==> src/rtl/hsfc_pkg.sv <==
package hsfc_pkg;

   // direction codes
   localparam logic ACT_SGL_TO_HALF = 1'b0;
   localparam logic ACT_HALF_TO_SGL = 1'b1;

   // field widths
   localparam int unsigned SGL_W      = 32;
   localparam int unsigned HALF_W     = 16;
   localparam int unsigned SGL_EXP_W  = 8;
   localparam int unsigned SGL_FRAC_W = 23;
   localparam int unsigned HALF_EXP_W = 5;
   localparam int unsigned HALF_FRAC_W = 10;
   localparam int unsigned LZC_W      = 4;

   // bias difference between binary32 (127) and binary16 (15)
   localparam logic [SGL_EXP_W-1:0] EXP_GAP      = 8'd112;
   localparam logic [SGL_EXP_W-1:0] SGL_EXP_ONES = 8'hFF;
   // first single exponent that overflows half: gap + 31
   localparam logic [SGL_EXP_W-1:0] SGL_EXP_OVF  = 8'd143;
   // smallest single exponent sent down the half subnormal path: gap - 10
   localparam logic [SGL_EXP_W-1:0] SGL_EXP_TINY = 8'd102;
   // right shift for half subnormals is 126 - exponent (14 .. 24)
   localparam logic [SGL_EXP_W-1:0] SUB_SHIFT_BASE = 8'd126;

   localparam logic [HALF_EXP_W-1:0] HALF_EXP_ONES = 5'h1F;
   localparam logic [HALF_W-2:0] HALF_QNAN = 15'h7E00;
   localparam logic [HALF_W-2:0] HALF_INF  = 15'h7C00;

   // leading zeros of a nonzero 10-bit mantissa (0 .. 9)
   function automatic logic [LZC_W-1:0] lzc10(input logic [HALF_FRAC_W-1:0] v);
      logic [LZC_W-1:0] cnt;
      cnt = '0;
      for (int i = 0; i < HALF_FRAC_W; i++) begin
         if (v[i]) begin
            cnt = LZC_W'(HALF_FRAC_W - 1 - i);
         end
      end
      return cnt;
   endfunction

endpackage

==> src/rtl/half_single_float_converter.sv <==
// Half/single float converter: binary32 <-> binary16 bit patterns.
// Each item passes the input register, then the result register, and
// rsp_valid rises with the result.
// Throughput: one item per cycle; busy stays low, the receiver cannot stall.
// Reset (synchronous, active high) clears only the valid pipeline;
// the payload registers are not reset.
module half_single_float_converter (
   input  logic                            clock,
   input  logic                            reset,
   input  logic                            start,
   output logic                            busy,
   input  logic                            req_action,
   input  logic [hsfc_pkg::SGL_W-1:0]      req_single_bits,
   input  logic [hsfc_pkg::HALF_W-1:0]     req_half_bits,
   output logic                            rsp_valid,
   output logic [hsfc_pkg::HALF_W-1:0]     rsp_half_result,
   output logic [hsfc_pkg::SGL_W-1:0]      rsp_single_result
);

   // ---------------- input register ----------------
   logic                            valid_ff, valid_in;
   logic                            action_ff;
   logic [hsfc_pkg::SGL_W-1:0]      single_ff;
   logic [hsfc_pkg::HALF_W-1:0]     half_ff;

   // ---------------- result register ----------------
   logic                            rsp_valid_ff, rsp_valid_in;
   logic [hsfc_pkg::HALF_W-1:0]     rsp_half_ff, rsp_half_in;
   logic [hsfc_pkg::SGL_W-1:0]      rsp_single_ff, rsp_single_in;

   // Nothing ever holds the pipe, so a new item is taken every cycle.
   assign busy     = 1'b0;
   assign valid_in = start && !busy;

   // ---------------- single -> half ----------------
   logic                                 s_sign;
   logic [hsfc_pkg::SGL_EXP_W-1:0]       s_exp;
   logic [hsfc_pkg::SGL_FRAC_W-1:0]      s_frac;
   logic [hsfc_pkg::SGL_EXP_W-1:0]       s_sub_shift;
   logic [hsfc_pkg::SGL_FRAC_W:0]        s_sub_mant;
   logic [hsfc_pkg::SGL_EXP_W-1:0]       s_norm_exp;
   logic [hsfc_pkg::HALF_W-2:0]          s_mag;

   assign s_sign = single_ff[hsfc_pkg::SGL_W-1];
   assign s_exp  = single_ff[hsfc_pkg::SGL_W-2:hsfc_pkg::SGL_FRAC_W];
   assign s_frac = single_ff[hsfc_pkg::SGL_FRAC_W-1:0];

   // Subnormal half: restore the hidden bit and shift it down (truncating).
   assign s_sub_shift = hsfc_pkg::SUB_SHIFT_BASE - s_exp;
   assign s_sub_mant  = {1'b1, s_frac} >> s_sub_shift[4:0];
   assign s_norm_exp  = s_exp - hsfc_pkg::EXP_GAP;

   always_comb begin
      if (s_exp == hsfc_pkg::SGL_EXP_ONES) begin
         // NaN collapses to the quiet NaN, infinity stays infinity
         s_mag = (s_frac != '0) ? hsfc_pkg::HALF_QNAN : hsfc_pkg::HALF_INF;
      end else if (s_exp >= hsfc_pkg::SGL_EXP_OVF) begin
         s_mag = hsfc_pkg::HALF_INF;
      end else if (s_exp < hsfc_pkg::SGL_EXP_TINY) begin
         s_mag = '0;                       // flushes to signed zero
      end else if (s_exp <= hsfc_pkg::EXP_GAP) begin
         s_mag = {5'd0, s_sub_mant[hsfc_pkg::HALF_FRAC_W-1:0]};
      end else begin
         s_mag = {s_norm_exp[hsfc_pkg::HALF_EXP_W-1:0],
                  s_frac[hsfc_pkg::SGL_FRAC_W-1:hsfc_pkg::SGL_FRAC_W-hsfc_pkg::HALF_FRAC_W]};
      end
   end

   // ---------------- half -> single ----------------
   logic                                 h_sign;
   logic [hsfc_pkg::HALF_EXP_W-1:0]      h_exp;
   logic [hsfc_pkg::HALF_FRAC_W-1:0]     h_frac;
   logic [hsfc_pkg::LZC_W-1:0]           h_lz;
   logic [hsfc_pkg::HALF_FRAC_W-1:0]     h_frac_shl;
   logic [hsfc_pkg::SGL_EXP_W-1:0]       h_out_exp;
   logic [hsfc_pkg::HALF_FRAC_W-1:0]     h_out_frac;

   assign h_sign = half_ff[hsfc_pkg::HALF_W-1];
   assign h_exp  = half_ff[hsfc_pkg::HALF_W-2:hsfc_pkg::HALF_FRAC_W];
   assign h_frac = half_ff[hsfc_pkg::HALF_FRAC_W-1:0];

   // Subnormal: move the leading one out into the hidden bit position.
   assign h_lz       = hsfc_pkg::lzc10(h_frac);
   assign h_frac_shl = h_frac << h_lz;

   always_comb begin
      if (h_exp == '0) begin
         if (h_frac == '0) begin
            h_out_exp  = '0;
            h_out_frac = '0;
         end else begin
            h_out_exp  = hsfc_pkg::EXP_GAP - {4'd0, h_lz};
            h_out_frac = {h_frac_shl[hsfc_pkg::HALF_FRAC_W-2:0], 1'b0};
         end
      end else if (h_exp == hsfc_pkg::HALF_EXP_ONES) begin
         // infinity or NaN, payload kept
         h_out_exp  = hsfc_pkg::SGL_EXP_ONES;
         h_out_frac = h_frac;
      end else begin
         h_out_exp  = {3'd0, h_exp} + hsfc_pkg::EXP_GAP;
         h_out_frac = h_frac;
      end
   end

   // ---------------- result select ----------------
   always_comb begin
      rsp_valid_in = valid_ff;
      if (action_ff == hsfc_pkg::ACT_HALF_TO_SGL) begin
         rsp_half_in   = '0;
         rsp_single_in = {h_sign, h_out_exp, h_out_frac, 13'd0};
      end else begin
         rsp_half_in   = {s_sign, s_mag};
         rsp_single_in = '0;
      end
   end

   // ---------------- registers ----------------
   always_ff @(posedge clock) begin
      if (reset) begin
         valid_ff     <= 1'b0;
         rsp_valid_ff <= 1'b0;
      end else begin
         valid_ff     <= valid_in;
         rsp_valid_ff <= rsp_valid_in;
      end
   end

   // payload, no reset
   always_ff @(posedge clock) begin
      if (valid_in) begin
         action_ff <= req_action;
         single_ff <= req_single_bits;
         half_ff   <= req_half_bits;
      end
      if (rsp_valid_in) begin
         rsp_half_ff   <= rsp_half_in;
         rsp_single_ff <= rsp_single_in;
      end
   end

   assign rsp_valid         = rsp_valid_ff;
   assign rsp_half_result   = rsp_half_ff;
   assign rsp_single_result = rsp_single_ff;

`ifndef SYNTH
   // every result stems from an item taken at the input register
   a_rsp_from_start: assert property (@(posedge clock) disable iff (reset)
      rsp_valid |-> $past(start, 2))
      else $error("result without a matching item");

   // the unused result field is zero
   a_s2h_single_zero: assert property (@(posedge clock) disable iff (reset)
      (rsp_valid && $past(req_action, 2) == hsfc_pkg::ACT_SGL_TO_HALF)
         |-> rsp_single_result == '0)
      else $error("single_result not zero on single to half");

   a_h2s_half_zero: assert property (@(posedge clock) disable iff (reset)
      (rsp_valid && $past(req_action, 2) == hsfc_pkg::ACT_HALF_TO_SGL)
         |-> rsp_half_result == '0)
      else $error("half_result not zero on half to single");

   // sign carries through single to half
   a_s2h_sign: assert property (@(posedge clock) disable iff (reset)
      (rsp_valid && $past(req_action, 2) == hsfc_pkg::ACT_SGL_TO_HALF)
         |-> rsp_half_result[15] == $past(req_single_bits[31], 2))
      else $error("sign lost on single to half");

   // a normal half widens with its mantissa kept and the low bits zero
   a_h2s_normal: assert property (@(posedge clock) disable iff (reset)
      (rsp_valid && $past(req_action, 2) == hsfc_pkg::ACT_HALF_TO_SGL
         && $past(req_half_bits[14:10], 2) != '0
         && $past(req_half_bits[14:10], 2) != hsfc_pkg::HALF_EXP_ONES)
         |-> (rsp_single_result[22:13] == $past(req_half_bits[9:0], 2)
              && rsp_single_result[12:0] == '0))
      else $error("normal half mantissa not preserved");
`endif

endmodule
==> config.mk <==
export PLATFORM = sky130hd
export DESIGN_NAME = half_single_float_converter
export DESIGN_NICKNAME = d
export VERILOG_FILES = /design/src/rtl/hsfc_pkg.sv /design/src/rtl/half_single_float_converter.sv
export SDC_FILE = /design/constraint.sdc
export NUM_CORES = 1
export LEC_CHECK = 0
export ABC_CLOCK_PERIOD_IN_PS = 2850
export BUFFER_PORTS_ARGS = -buffer_cell sky130_fd_sc_hd__buf_2
export CAP_MARGIN = 20
export CORE_UTILIZATION = 30
export CTS_CLUSTER_DIAMETER = 80
export DETAILED_ROUTE_END_ITERATION = 10
export PLACE_DENSITY_LB_ADDON = 0.1
export SLEW_MARGIN = 20
export SYNTH_ARGS = -nofsm -noshare
export SYNTH_HDL_FRONTEND = slang
export SYNTH_SLANG_ARGS = --single-unit
export TNS_END_PERCENT = 10
==> constraint.sdc <==
create_clock -name clock -period 2.85 [get_ports clock]
set_input_delay 0.1425 -clock clock [delete_from_list [all_inputs] [get_ports clock]]
set_output_delay 0.1425 -clock clock [all_outputs]
set_load 0.01 [all_outputs]
==> results.json <==
{
  "n_antenna_cell": 0,
  "avgSynthCellArea_um2": 12.4,
  "final_cell_count_no_fill": 736,
  "detailed_place_hpwl_um": 8800,
  "synth_top_area_share": 0.522,
  "clkLatencyLatePin_ns": 0.35,
  "numCtsBuffers": 9,
  "ys_warn_count": 0,
  "worst-path-max-fanout": 21,
  "synth_area_leaders": "edfxtp_1 52%, mux2i_1 7.1%, mux4_2 4.7%",
  "gp_congestion": 0.878,
  "layout-drive-gt1-share": 0.267,
  "finalWorstPathRequiredPeriod_ns": 2.58,
  "root_buffer": "clkbuf_16",
  "grt_pass1_wl_um": 18700,
  "final.setup.tns_ns": 0,
  "crit_family": "multiplexers",
  "post-place-cells": 670,
  "yosys-top-cells-count": "83 x edfxtp_1, 34 x mux2i_1, 24 x nand2_1, 24 x nor2_1, 20 x a21oi_1",
  "synth-edff-count": 83,
  "grt_pass1_vias": 3460,
  "cts_sinks": 85,
  "vias": 3632,
  "grt_max_degree": 40,
  "power.total_w": 0.00342,
  "cp_cell_sequence": "ha_1 -> buf_12 -> mux4_2 -> mux2i_1 -> nor2_1 -> a2111oi_0 -> nor4_1",
  "status": "completed",
  "yosys_register_bits": 85,
  "drt_iter0_drc": 384,
  "arrival_ns": 2.66,
  "critPathMaxStageDelay_ns": 0.50,
  "period_share": 0.904,
  "synthesis.area_um2": 4770,
  "dieArea_um2": 16400,
  "drc": 0,
  "end_kind": "flop",
  "slew_viol_final": 0,
  "ios": 102,
  "die_w_um": 128,
  "critPathBufInv": 1,
  "final_antenna_net_count": 0,
  "synth_top_area_cell": "edfxtp_1",
  "synth_cells": 384,
  "clk_pin_slew_worst_paths_ns": 0.07,
  "drt-total-wl_um": 11900,
  "p_per_area_nw_per_um2": 556,
  "vias_per_cell": 4.93,
  "nNetsFinal": 575,
  "dr.pass1.iters": 5,
  "core_um2": 15400,
  "antenna_found_initial": 0,
  "overflow": 0,
  "die_h_um": 128,
  "relSlewSlack": 0.423,
  "clockBufferDepth": 2,
  "initial_core_util": 0.311,
  "drv_cap": 0,
  "p_leak_nw": 2.33,
  "hold_violations": 0,
  "cts_tree": "built",
  "syn2layout_area_growth_pct": 28.9,
  "fin_worst_skew_ns": 0.00697,
  "setup.worst_path.start_class": "flop",
  "rows": 45,
  "grt_usage": 0.151,
  "yosysSeqAreaShare": 0.530,
  "htree_num_levels": 3,
  "numPortBuffers": 87,
  "synthFlopType": "edfxtp_1",
  "grt_setup_unrepaired": "false",
  "worst_pin_slew_ns": 0.866,
  "hold_path_class": "primary input to flop",
  "fin_ws_ns": 0.274,
  "finalSetupViolCount": 0,
  "async_flop_share": 0,
  "avgRoutedWirePerCell_um": 16.2,
  "required_ns": 2.93,
  "worstSetupPathType": "flop to flop",
  "cpMaxStageDelayCell": "mux4_2",
  "ir_worst_vdd_uv": 284,
  "post-synth-top-count-cell": "edfxtp_1",
  "post-place-ws_ns": 0.304,
  "synth_cell_types": 67,
  "timing.hold.ws_ns": 0.461,
  "fmax_mhz": 388
}
report_power, final:
group	total (W)	switching (W)	leakage, nW	internal [W]
clock	0.00112	0.000523	0.130	0.000601
combinational	0.000707	0.000363	1.41	0.000343
sequential	0.00159	0.000107	0.788	0.00149
total	0.00342	0.000993	2.33	0.00243
stage by stage:
stage / instance area [um^2] / util
floorplan: 4830 / -
global placement: 5370 / 0.349
detailed placement: 5370 / 0.349
CTS: 6150 / 0.400
global route: 6150 / 0.400
finish: 6150 / 0.400
logic make-up after synthesis:
family | share of synthesized area
mux | 0.140
simple gates | 0.113
other cells | 0.000785
compound gates | 0.137
fa+ha+maj | 0.00786
xor+xnor | 0.0107
flops | 0.530
buf+inv | 0.0611
path summary, 6_finish.rpt:
kind                 startpoint                     to  slack, ns  depth (start not counted)
setup / recovery  single_ff[24]     rsp_half_result[3]       0.27                          7
hold / removal            start             half_ff[4]       0.46                          1
setup reg to reg  single_ff[24]     rsp_half_result[3]       0.27                          7
hold reg to reg     half_ff[15]  rsp_single_result[31]       0.54                          1
timing repair:
item                       CTS  global route
setup endpoints to repair    0             0
buffers inserted             0             0
resized for setup            0             0
hold buffers                50             0
hold endpoints to repair    51             0
state kept, by name, indices dropped and copies added (netlist names):
| signal | cells |
|---|---|
| single_ff | 32 |
| rsp_single_result | 18 |
| rsp_valid_in | 1 |
| rsp_half_result | 16 |
| half_ff | 16 |
| action_ff | 1 |
| rsp_valid | 1 |
cells in the final DEF (no fill, tap or decap), types with 5 or more instances in the layout:
master / netlist / layout
conb_1: 1 / 14
nand3_1: 6 / 6
inv_1: 9 / 9
a21oi_1: 20 / 20
buf_2: 8 / 87
clkbuf_16: 0 / 9
o211ai_1: 5 / 5
nor2b_1: 9 / 9
and2_1: 5 / 5
edfxtp_1: 83 / 83
o21ai_0: 12 / 12
nand2_1: 24 / 24
nor4_1: 7 / 7
nor3_1: 6 / 6
mux4_2: 10 / 10
a22oi_1: 6 / 6
o22ai_1: 5 / 5
dlygate4sd3_1: 0 / 50
buf_4: 16 / 11
nor2_1: 24 / 24
mux2i_1: 34 / 34
area by class of cell:
type                       count  area [um^2]
fill                        1492         9220
sequential                    85         2530
multi-input combinational    265         2000
timing repair buffer         149         1040
tap                          211          264
clock buffer                   9          225
clock inverter                 7         56.3
inverter                      10         37.5
metal layers:
metal | GRT usage | wire length, um | up-vias | share of wire
met3 | 0.0371 | 820 | 13 | 0.069
li1 | - | - | 1747 | -
met2 | 0.217 | 5090 | 166 | 0.43
met4 | 0.0561 | 150 | 0 | 0.013
met5 | 0 | 0 | - | 0
met1 | 0.217 | 5850 | 1706 | 0.49
Note: power is estimated with default switching activity, not from simulation.
